`src/rtl/qst_pkg.sv`:
```
// Shared types, constants and helpers for the quartic swing trajectory block.
package qst_pkg;

	localparam int ACC_W    = 48;
	localparam int PROD_W   = 64;
	localparam int DVS_W    = 24;
	localparam int POS_W    = 32;
	localparam int NUM_AXES = 3;
	localparam int NUM_COEF = 5;
	localparam int COEF_AW  = 4;
	localparam int STEP_W   = 3;
	localparam int IDX_W    = 9;

	localparam logic [DVS_W-1:0] US_PER_S = 24'd1000000;
	localparam logic [DVS_W-1:0] DUR_MIN  = 24'd1000;
	localparam logic [DVS_W-1:0] DUR_MAX  = 24'd10000000;

	localparam logic signed [ACC_W-1:0] DERIV_LIM = 48'sd4398046511104;

	localparam logic signed [ACC_W-1:0] K2  = 48'sd2;
	localparam logic signed [ACC_W-1:0] K3  = 48'sd3;
	localparam logic signed [ACC_W-1:0] K4  = 48'sd4;
	localparam logic signed [ACC_W-1:0] K5  = 48'sd5;
	localparam logic signed [ACC_W-1:0] K8  = 48'sd8;
	localparam logic signed [ACC_W-1:0] K11 = 48'sd11;
	localparam logic signed [ACC_W-1:0] K14 = 48'sd14;
	localparam logic signed [ACC_W-1:0] K16 = 48'sd16;
	localparam logic signed [ACC_W-1:0] K18 = 48'sd18;
	localparam logic signed [ACC_W-1:0] K32 = 48'sd32;

	localparam logic       ACT_LOAD = 1'b0;
	localparam logic       ACT_TICK = 1'b1;
	localparam logic [1:0] AX_LAST  = 2'd2;
	localparam logic [1:0] AX_NONE  = 2'd3;

	localparam logic [STEP_W-1:0] COEF_LAST = 3'd4;
	localparam logic [STEP_W-1:0] POS_LAST  = 3'd3;
	localparam logic [STEP_W-1:0] VEL_LAST  = 3'd2;

	typedef enum logic [3:0] {
		DP_NOP,
		DP_CAPTURE,
		DP_LD_MUL,
		DP_LD_TV,
		DP_COEF_WR,
		DP_ACC_INIT,
		DP_TK_MUL,
		DP_ACC_ADD,
		DP_VEL_MUL,
		DP_POS_ST,
		DP_VEL_ST,
		DP_OUT_WRITE
	} dp_op_t;

	typedef enum logic [1:0] {
		DS_US,
		DS_SAMP,
		DS_DUR
	} div_sel_t;

	typedef struct packed {
		dp_op_t              op;
		logic [1:0]          axis;
		logic [STEP_W-1:0]   step;
		logic                vel;
		logic                tvsel;
		div_sel_t            dsel;
		logic                div_start;
	} cmd_t;

	typedef struct packed {
		logic div_busy;
		logic div_done;
		logic out_block;
	} sts_t;

	function automatic logic signed [POS_W-1:0] sat32(input logic signed [PROD_W-1:0] v);
		logic signed [PROD_W-1:0] hi;
		logic signed [PROD_W-1:0] lo;
		hi = 64'sd2147483647;
		lo = -64'sd2147483648;
		if (v > hi)
			return 32'sh7FFFFFFF;
		else if (v < lo)
			return 32'sh80000000;
		else
			return v[POS_W-1:0];
	endfunction

endpackage

```
`src/rtl/qst_ctrl.sv`:
```
// Controller: sequences loads and ticks through the shared multiplier and divider.
module qst_ctrl import qst_pkg::*; (
	input  logic       clk,
	input  logic       arst_n,
	input  logic       in_valid,
	output logic       in_stall,
	input  logic       action,
	input  logic [1:0] axis,
	input  sts_t       sts,
	output cmd_t       cmd
);

	typedef enum logic [15:0] {
		S_IDLE      = 16'b0000000000000001,
		S_LD_MUL    = 16'b0000000000000010,
		S_LD_DGO    = 16'b0000000000000100,
		S_LD_DWAIT  = 16'b0000000000001000,
		S_LD_TV     = 16'b0000000000010000,
		S_LD_COEF   = 16'b0000000000100000,
		S_TK_INIT   = 16'b0000000001000000,
		S_TK_MUL    = 16'b0000000010000000,
		S_TK_DGO    = 16'b0000000100000000,
		S_TK_DWAIT  = 16'b0000001000000000,
		S_TK_ADD    = 16'b0000010000000000,
		S_TK_VMUL   = 16'b0000100000000000,
		S_TK_VDGO   = 16'b0001000000000000,
		S_TK_VDWAIT = 16'b0010000000000000,
		S_TK_STORE  = 16'b0100000000000000,
		S_OUT       = 16'b1000000000000000
	} state_t;

	state_t            state_q, state_n;
	logic [1:0]        ax_q, ax_n;
	logic [STEP_W-1:0] step_q, step_n;
	logic              vel_q, vel_n;
	logic              tvsel_q, tvsel_n;

	always_comb begin
		state_n = state_q;
		ax_n    = ax_q;
		step_n  = step_q;
		vel_n   = vel_q;
		tvsel_n = tvsel_q;
		cmd           = '0;
		cmd.op        = DP_NOP;
		cmd.dsel      = DS_SAMP;
		cmd.axis      = ax_q;
		cmd.step      = step_q;
		cmd.vel       = vel_q;
		cmd.tvsel     = tvsel_q;
		cmd.div_start = 1'b0;
		case (state_q)
			S_IDLE: begin
				if (in_valid) begin
					if (action == ACT_TICK) begin
						ax_n    = '0;
						vel_n   = 1'b0;
						state_n = S_TK_INIT;
					end else if (axis != AX_NONE) begin
						cmd.op  = DP_CAPTURE;
						tvsel_n = 1'b0;
						state_n = S_LD_MUL;
					end
				end
			end
			S_LD_MUL: begin
				cmd.op  = DP_LD_MUL;
				state_n = S_LD_DGO;
			end
			S_LD_DGO: begin
				cmd.dsel      = DS_US;
				cmd.div_start = 1'b1;
				state_n       = S_LD_DWAIT;
			end
			S_LD_DWAIT: begin
				cmd.dsel = DS_US;
				if (sts.div_done)
					state_n = S_LD_TV;
			end
			S_LD_TV: begin
				cmd.op = DP_LD_TV;
				if (!tvsel_q) begin
					tvsel_n = 1'b1;
					state_n = S_LD_MUL;
				end else begin
					step_n  = '0;
					state_n = S_LD_COEF;
				end
			end
			S_LD_COEF: begin
				cmd.op = DP_COEF_WR;
				if (step_q == COEF_LAST)
					state_n = S_IDLE;
				else
					step_n = step_q + 1'b1;
			end
			S_TK_INIT: begin
				cmd.op  = DP_ACC_INIT;
				step_n  = '0;
				state_n = S_TK_MUL;
			end
			S_TK_MUL: begin
				cmd.op  = DP_TK_MUL;
				state_n = S_TK_DGO;
			end
			S_TK_DGO: begin
				cmd.div_start = 1'b1;
				state_n       = S_TK_DWAIT;
			end
			S_TK_DWAIT: begin
				if (sts.div_done)
					state_n = S_TK_ADD;
			end
			S_TK_ADD: begin
				cmd.op = DP_ACC_ADD;
				if (vel_q && step_q == VEL_LAST)
					state_n = S_TK_VMUL;
				else if (!vel_q && step_q == POS_LAST)
					state_n = S_TK_STORE;
				else begin
					step_n  = step_q + 1'b1;
					state_n = S_TK_MUL;
				end
			end
			S_TK_VMUL: begin
				cmd.op  = DP_VEL_MUL;
				state_n = S_TK_VDGO;
			end
			S_TK_VDGO: begin
				cmd.dsel      = DS_DUR;
				cmd.div_start = 1'b1;
				state_n       = S_TK_VDWAIT;
			end
			S_TK_VDWAIT: begin
				cmd.dsel = DS_DUR;
				if (sts.div_done)
					state_n = S_TK_STORE;
			end
			S_TK_STORE: begin
				cmd.op = vel_q ? DP_VEL_ST : DP_POS_ST;
				if (!vel_q) begin
					vel_n   = 1'b1;
					state_n = S_TK_INIT;
				end else if (ax_q == AX_LAST) begin
					state_n = S_OUT;
				end else begin
					ax_n    = ax_q + 1'b1;
					vel_n   = 1'b0;
					state_n = S_TK_INIT;
				end
			end
			S_OUT: begin
				if (!sts.out_block) begin
					cmd.op  = DP_OUT_WRITE;
					state_n = S_IDLE;
				end
			end
			default: state_n = S_IDLE;
		endcase
	end

	always_ff @(posedge clk or negedge arst_n) begin
		if (!arst_n) begin
			state_q <= S_IDLE;
			ax_q    <= '0;
			step_q  <= '0;
			vel_q   <= 1'b0;
			tvsel_q <= 1'b0;
		end else begin
			state_q <= state_n;
			ax_q    <= ax_n;
			step_q  <= step_n;
			vel_q   <= vel_n;
			tvsel_q <= tvsel_n;
		end
	end

	assign in_stall = (state_q != S_IDLE);

endmodule

```
`config.mk`:
```
export PLATFORM = sky130hd
export DESIGN_NAME = qst_ctrl
export DESIGN_NICKNAME = d
export VERILOG_FILES = /design/src/rtl/qst_pkg.sv /design/src/rtl/qst_ctrl.sv
export SDC_FILE = /design/constraint.sdc
export NUM_CORES = 1
export LEC_CHECK = 0
export BUFFER_PORTS_ARGS = -buffer_cell sky130_fd_sc_hd__buf_2
export CAP_MARGIN = 20
export CORE_MARGIN = 3
export CORE_UTILIZATION = 40
export DETAILED_ROUTE_END_ITERATION = 10
export PLACE_DENSITY_LB_ADDON = 0.3
export SYNTH_ARGS = -nofsm -noshare
export SYNTH_HDL_FRONTEND = slang
export SYNTH_SLANG_ARGS = --single-unit
```
`constraint.sdc`:
```
create_clock -name clk -period 2.7 [get_ports clk]
set_input_delay 0.135 -clock clk [delete_from_list [all_inputs] [get_ports clk]]
set_output_delay 0.135 -clock clk [all_outputs]
set_load 0.01 [all_outputs]
```
Word-level counts from Yosys, hierarchy flattened --
Index checks and enable logic that the tools add are counted.
Word-level totals: logic and storage cells 100, output and inout port bits 15, register bits 23, input bits 9
Cells by class: add/subtract/negate cells 2, mux-type cells 41, reduce and logical (&&, ||, !) cells 14, equality and inequality tests 38
Operator list (count):
- 16-bit case mux with 16 select lines | 1
- 16-bit two-way mux | 11
- 4-bit case mux with 10 select lines | 1
- 2-bit != test, second input constant | 16
- 16-bit by 1-bit equality test with 1-bit output, second input constant | 1
- 16-bit by 10-bit equality test with 1-bit output, second input constant | 1
- 16-bit by 11-bit equality test with 1-bit output, second input constant | 1
- 16-bit by 12-bit equality test with 1-bit output, second input constant | 1
- 16-bit by 13-bit equality test with 1-bit output, second input constant | 1
- 16-bit by 14-bit equality test with 1-bit output, second input constant | 1
- 16-bit by 15-bit equality test with 1-bit output, second input constant | 1
- 16-bit equality test, second input constant | 1
- 16-bit by 2-bit equality test with 1-bit output, second input constant | 1
- 16-bit by 3-bit equality test with 1-bit output, second input constant | 1
- 16-bit by 4-bit equality test with 1-bit output, second input constant | 1
- 16-bit by 5-bit equality test with 1-bit output, second input constant | 1
- 16-bit by 6-bit equality test with 1-bit output, second input constant | 1
- 16-bit by 7-bit equality test with 1-bit output, second input constant | 1
- 16-bit by 8-bit equality test with 1-bit output, second input constant | 1
- 16-bit by 9-bit equality test with 1-bit output, second input constant | 1
- 16-bit by 1-bit != test with 1-bit output, second input constant | 1
- 15-bit two-way mux | 1
- 3-bit two-way mux | 4
- 3-bit case mux with 4 select lines | 1
- other kinds (22) | 43

Depth between registers and ports, before layout --
Gate-level depths: netlist of the first run.
word-level depth 5, mapped depth 7, gate-level depth less buffers 7

Worst setup path after synthesis of the first run --
Ideal clock, no wire load.
path type register to register, start point register state_q[9], end point register step_q[1], setup slack 518 ps, required time 2578 ps, path buffers 2, clock period less this slack 2182 ps, data arrival time 2060 ps, stages on the path, launching flop included 8, setup time 122 ps, cell sequence dfrtp_1 -> buf_6 -> or4_4 -> buf_6 -> or4_4 -> nand2_2 -> o21ai_2 -> a32o_1
On the way: longest elaborated chain between the ends 3, elaborated cells between the ends (all ways) 11, classes of those cells eq/ne: 8; mux: 1; reduce/logical: 2
RTL lines:
- from (decl) | line qst_ctrl.sv:32 | state_t state_q, state_n;
- from (signal assigned) | line qst_ctrl.sv:170 | state_q <= state_n;
- 16-bit by 11-bit equality test with 1-bit output (tied with other cells) | line qst_ctrl.sv:52 | case (state_q)
- 4-bit nonzero test (no source line) or 2-bit != test (tied branches)
- 5-bit AND reduction (no source line)
- to (signal assigned) | line qst_ctrl.sv:172 | step_q <= step_n;
- to (decl) | line qst_ctrl.sv:34 | logic [STEP_W-1:0] step_q, step_n;
Several ways; a longest one is shown, not always the timed one. A chain may end at the register's enable or synchronous reset.

==> results of run 1 <==
synthesized netlist by cell type, types with 5 or more instances:
cell type  instances  area (µm²)
or4b_2             5        50.1
inv_1              6        22.5
nand3_1            7        35.0
nand2_1           19        71.3
nor2_1            18        67.6
buf_2              5        25.0
dfrtp_1           22         551
nor4_1             7        43.8
nor3_1             8        40.0
ha_1               5        62.6
sequential cells by signal, indices dropped and copies added, names as in the netlist:
signal and count:
step_q 3, tvsel_q 1, ax_q 2, vel_q 1, state_q 16
worst max-delay path, stage by stage, from the launching register on:
cell and delay [ns]:
dfrtp_1 0.48, or4_4 0.67, nor4_4 0.43, inv_2 0.08
nor3_1 0.25, or4b_1 0.16, buf_2 0.12
path summary, 6_finish.rpt:
kind                            start          to  slack [ns]  cells after the start
min in group asynchronous      arst_n  state_q[3]        0.37                      2
setup reg to reg           state_q[8]  state_q[4]        0.40                      5
hold / removal                 sts[1]  state_q[9]         0.1                      2
max in group asynchronous      arst_n  state_q[0]        1.95                      2
hold reg to reg               ax_q[0]     ax_q[0]        0.50                      1
setup / recovery           state_q[8]     cmd[10]        0.11                      6
placed cells by master, fill, tap and decap left out, types with 3 or more instances in the layout:
master | Yosys | routed
dfrtp_1 | 22 | 22
buf_2 | 5 | 22
nand2_1 | 19 | 19
nor2_1 | 18 | 18
buf_4 | 2 | 8
nor4_1 | 7 | 7
nor3_1 | 8 | 7
nand3_1 | 7 | 7
inv_1 | 6 | 6
or4b_2 | 5 | 5
ha_1 | 5 | 5
or4_4 | 2 | 4
nand4b_1 | 4 | 4
o21ai_0 | 4 | 4
nand4_1 | 4 | 4
nor4b_1 | 3 | 3
nor2b_1 | 3 | 3
xnor2_1 | 3 | 3
nand3b_1 | 3 | 3
clkbuf_8 | 0 | 3
final cells by class:
| cell class | count | share of cell area, % |
|---|---|---|
| Multi-Input combinational cell | 138 | 51.9 |
| Timing Repair Buffer | 31 | 9.75 |
| Tap cell | 48 | 3.25 |
| Clock buffer | 4 | 2.44 |
| Inverter | 7 | 1.42 |
| Sequential cell | 23 | 31.2 |
kinds of logic (layout without fill, tap and decap cells):
logic type / Yosys count / count (layout) / share of synthesized area (%)
DFF: 23 / 23 / 35.7
AOI/OAI and AO/OA: 23 / 23 / 10.2
adders and majority gates: 5 / 5 / 3.87
buffers and inverters: 19 / 42 / 6.20
muxes: 2 / 2 / 1.24
xor gates and xnor gates: 5 / 5 / 2.71
and+or+nand+nor: 103 / 103 / 40.0
layer usage:
layer / global-route usage, % / vias up / routed length (µm)
met3: 2.17 / 5 / 218
met5: 0 / - / 0
met4: 4.56 / 0 / 50
met1: 23.8 / 673 / 1850
li1: - / 720 / -
met2: 27.4 / 45 / 1800
stage by stage:
step / utilization (%) / instances
finish: 49.0 / 251
global route: 49.0 / 251
CTS: 48.7 / 251
detailed placement: 47.0 / 246
global placement: 47.0 / 246
floorplan: - / 180
power by group:
group | internal (W) | switching [W]
clock network | 0.000106 | 0.000111
logic | 0.000263 | 0.000412
registers | 0.000393 | 0.0000650
total | 0.000762 | 0.000588
timing repair:
item	4_1_cts	5_1_grt
resized for setup	1	3
hold buffers	1	0
hold endpoints to repair	22	0
endpoints found under the setup margin	1	2
==> impl_metrics.json, run 1 <==
{
  "num_vias": 1443,
  "fin_hold_ws_ns": 0.0971,
  "syn_nets": 194,
  "finalHoldViolCount": 0,
  "port-buffer-count": 22,
  "ys_seq_area_share_pct": 35.7,
  "drv_cap": 0,
  "cts_inserted_buffers": 3,
  "design_area_mm2": 0.00185,
  "die_area_mm2": 0.00484,
  "grt_pass1_vias": 1359,
  "post_drt_wl_per_cell_um": 15.6,
  "gp_congestion": 0.827,
  "period_minus_slack_ns": 2.59,
  "path_clk_slew_ns": 0.08,
  "tns_ns": 0,
  "slew_violations": 0,
  "core_mm2": 0.00377,
  "p_per_area_mw_per_mm2": 730,
  "nets": 218,
  "dieWidth_um": 69.5,
  "grt-ovfl-total": 0,
  "crit_type": "reg2out",
  "initial_core_util_pct": 42.8,
  "grt_max_degree": 24,
  "synth_edf_count": 0,
  "via_per_inst": 5.75,
  "wirelength_um": 3910,
  "clockBufferDepth": 2,
  "path_max_fanout": 11,
  "cts_tree": "built",
  "antenna_found_initial": 0,
  "post_cts_buffers": 0,
  "ys_warn_count": 0,
  "arrival_ns": 2.45,
  "die_y_um": 69.5,
  "finalCritPeriodShare_pct": 95.9,
  "netlist_area_mm2": 0.00162,
  "max_freq_mhz": 386,
  "worst_clock_skew_ns": 0.00354,
  "setup_violations": 0,
  "drc": 0,
  "synthesis.area_per_instance_um2": 8.97,
  "cts.sink_count": 23,
  "root_buffer": "clkbuf_8",
  "dp_hpwl_um": 2940,
  "register_area_um2": 577,
  "tightestPinTransition_ns": 0.640,
  "postRouteAntennaNets": 0,
  "synth_async_sr_flop_share_pct": 100,
  "first_pass_iters": 4,
  "h-tree-depth": 1,
  "rsz0062_at_grt": "yes",
  "worst_slack_ns": 0.111,
  "multi_input_area_um2": 960,
  "grt_pass1_wl_um": 6590,
  "placed_area_mm2": 0.00177,
  "synth_top_flop_cell": "dfrtp_1",
  "synth-seq-cells": 23,
  "area_growth_pct": 14.4,
  "drt_iter0_drc": 85,
  "leakage_nw": 0.908,
  "diodes": 0,
  "synth.distinct_cells": 52,
  "synth_cells": 180,
  "crit_path_start_kind": "flip-flop",
  "drive_above_1_share_pct": 25.1,
  "placement_rows": 22,
  "io-pin-count": 24,
  "irDropWorstVdd_mv": 0.358,
  "clock_latency_ns": 0.27,
  "num-fill-cells": 363,
  "grt_use_total_pct": 17.0,
  "required_ns": 2.57,
  "max_slew_margin_pct": 57.0,
  "endpoint_kind": "primary output",
  "hold_path.class": "in2reg",
  "place_ws_ns": 0.172,
  "status": "finished, final reports clean",
  "finalPower_w": 0.00135
}
Power figures use the tool's default switching activity.
==> run 2: changes to the inputs <==
--- a/config.mk
+++ b/config.mk
@@ -10,7 +10,7 @@
 export CORE_MARGIN = 3
 export CORE_UTILIZATION = 40
 export DETAILED_ROUTE_END_ITERATION = 10
-export PLACE_DENSITY_LB_ADDON = 0.3
+export PLACE_DENSITY = 0.6
 export SYNTH_ARGS = -nofsm -noshare
 export SYNTH_HDL_FRONTEND = slang
 export SYNTH_SLANG_ARGS = --single-unit
==> impl_metrics.json, run 2 (synthesis gave the netlist of run 1 again) <==
{
  "status": "finished, final reports clean",
  "final_cell_mix": "22 x buf_2, 21 x dfrtp_1, 19 x nand2_1",
  "max_slew_margin_pct": 57.7,
  "clock_latency_ns": 0.28,
  "cts.sink_count": 23,
  "ff2ff_setup_slack_ns": 0.28,
  "setup_violations": 0,
  "dp_hpwl_um": 3050,
  "wirelength_um": 3990,
  "finalHoldViolCount": 0,
  "leakage_nw": 0.901,
  "grt_pass1_wl_um": 6880,
  "drc": 0,
  "path_clk_slew_ns": 0.08,
  "clockBufferDepth": 2,
  "hold_path.class": "in2reg",
  "irDropWorstVdd_mv": 0.351,
  "crit_path_start_kind": "flip-flop",
  "port-buffer-count": 22,
  "num_vias": 1466,
  "grt_pass1_vias": 1438,
  "top_register": "state_q",
  "final_common_cell": "buf_2",
  "slowest_stage": "or4b_2",
  "area_growth_pct": 14.4,
  "finalCritPeriodShare_pct": 96.2,
  "crit_type": "reg2out",
  "power.switching_w": 0.000600,
  "gp_congestion": 0.833,
  "initial_core_util_pct": 42.8,
  "required_ns": 2.57,
  "die_y_um": 69.5,
  "cpPeakStageDelay_ns": 0.67,
  "crit_buf_inv": 3,
  "path_max_fanout": 9,
  "utilization_pct": 49.0,
  "nets": 218,
  "grt_use_total_pct": 17.4,
  "cts_tree": "built",
  "fin_hold_ws_ns": 0.105,
  "reg_top3": "state_q (16), step_q (3), ax_q (2)",
  "core_mm2": 0.00377,
  "first_pass_iters": 4,
  "drv_cap": 0,
  "via_per_inst": 5.84,
  "p_comb_share_pct": 50.0,
  "p_sw_share_pct": 43.6,
  "largest_reg_flops": 16,
  "tightestPinTransition_ns": 0.628,
  "post_drt_wl_per_cell_um": 15.9,
  "finalPower_w": 0.00138,
  "rsz0062_at_grt": "no",
  "pwr-share-clk_pct": 16.6,
  "worstPathCellList": "buf_4 -> or4b_2 -> nor4_4 -> inv_2 -> nor3_1 -> or4b_1 -> buf_2",
  "cpLargestDelayFamily": "simple AND/OR/NAND/NOR gates",
  "antenna_found_initial": 0,
  "diodes": 0,
  "drt_iter0_drc": 78,
  "tns_ns": 0,
  "arrival_ns": 2.46,
  "internal-power_w": 0.000777,
  "placement_rows": 22,
  "period_minus_slack_ns": 2.60,
  "io-pin-count": 24,
  "slew_violations": 0,
  "grt_max_degree": 24,
  "postRouteAntennaNets": 0,
  "drive_above_1_share_pct": 25.6,
  "max_freq_mhz": 385,
  "die_area_mm2": 0.00484,
  "endpoint_kind": "primary output",
  "worst_clock_skew_ns": 0.00653,
  "cts_inserted_buffers": 3,
  "dieWidth_um": 69.5,
  "grt-ovfl-total": 0,
  "root_buffer": "clkbuf_8",
  "p_seq_share_pct": 33.3,
  "p_per_area_mw_per_mm2": 745,
  "h-tree-depth": 1
}
-- run 2: repair_timing --
item / 4_1_cts / 5_1_grt
hold endpoints to repair: 22 / 0
setup endpoints to repair: 0 / 3
gates resized for setup: 0 / 4
buffers inserted: 0 / 1
hold buffers: 1 / 0
-- run 2: metrics by stage --
step / setup slack, ns / area, µm² / instances
final: 0.102 / 1850 / 251
after global routing: 0.0154 / 1850 / 251
after CTS: 0.00173 / 1820 / 250
after detailed placement: 0.262 / 1760 / 245
after global placement: 0.277 / 1760 / 245
after floorplan: 0.518 / 1620 / 180
-- run 2: layer usage --
metal,up-vias,GRT usage (%),part of all wire [%]
li1,710,-,-
met2,43,28.6,48
met4,0,5.42,1.3
met3,6,3.77,4.6
met5,-,0,0
met1,707,22.8,46
-- run 2: power by group through the flow --
stage / registers, W / logic, W / clock network, W
after floorplan: 0.000432 / 0.000496 / 0
after global placement: 0.000458 / 0.000630 / 0
after detailed placement: 0.000461 / 0.000640 / 0
after CTS: 0.000454 / 0.000645 / 0.000235
after global routing: 0.000467 / 0.000762 / 0.000251
final: 0.000459 / 0.000689 / 0.000229
-- run 2: worst paths after layout --
path                            startpoint           to  depth (start not counted)
worst min-delay path                sts[1]   state_q[9]                          2
max in group asynchronous           arst_n  state_q[13]                          2
min in group asynchronous           arst_n  state_q[11]                          2
worst min register to register     ax_q[0]      ax_q[0]                          1
worst max-delay path            state_q[3]      cmd[10]                          7
worst max register to register  state_q[3]   state_q[4]                          7
-- run 2: cell type report --
type / count / area, µm²
clock buffer: 3 / 41.3
clock inverter: 1 / 7.51
fill: 368 / 1920
inverter: 7 / 26.3
multi-input combinational: 138 / 955
sequential: 23 / 578
tap: 48 / 60.1
timing repair buffer: 31 / 180
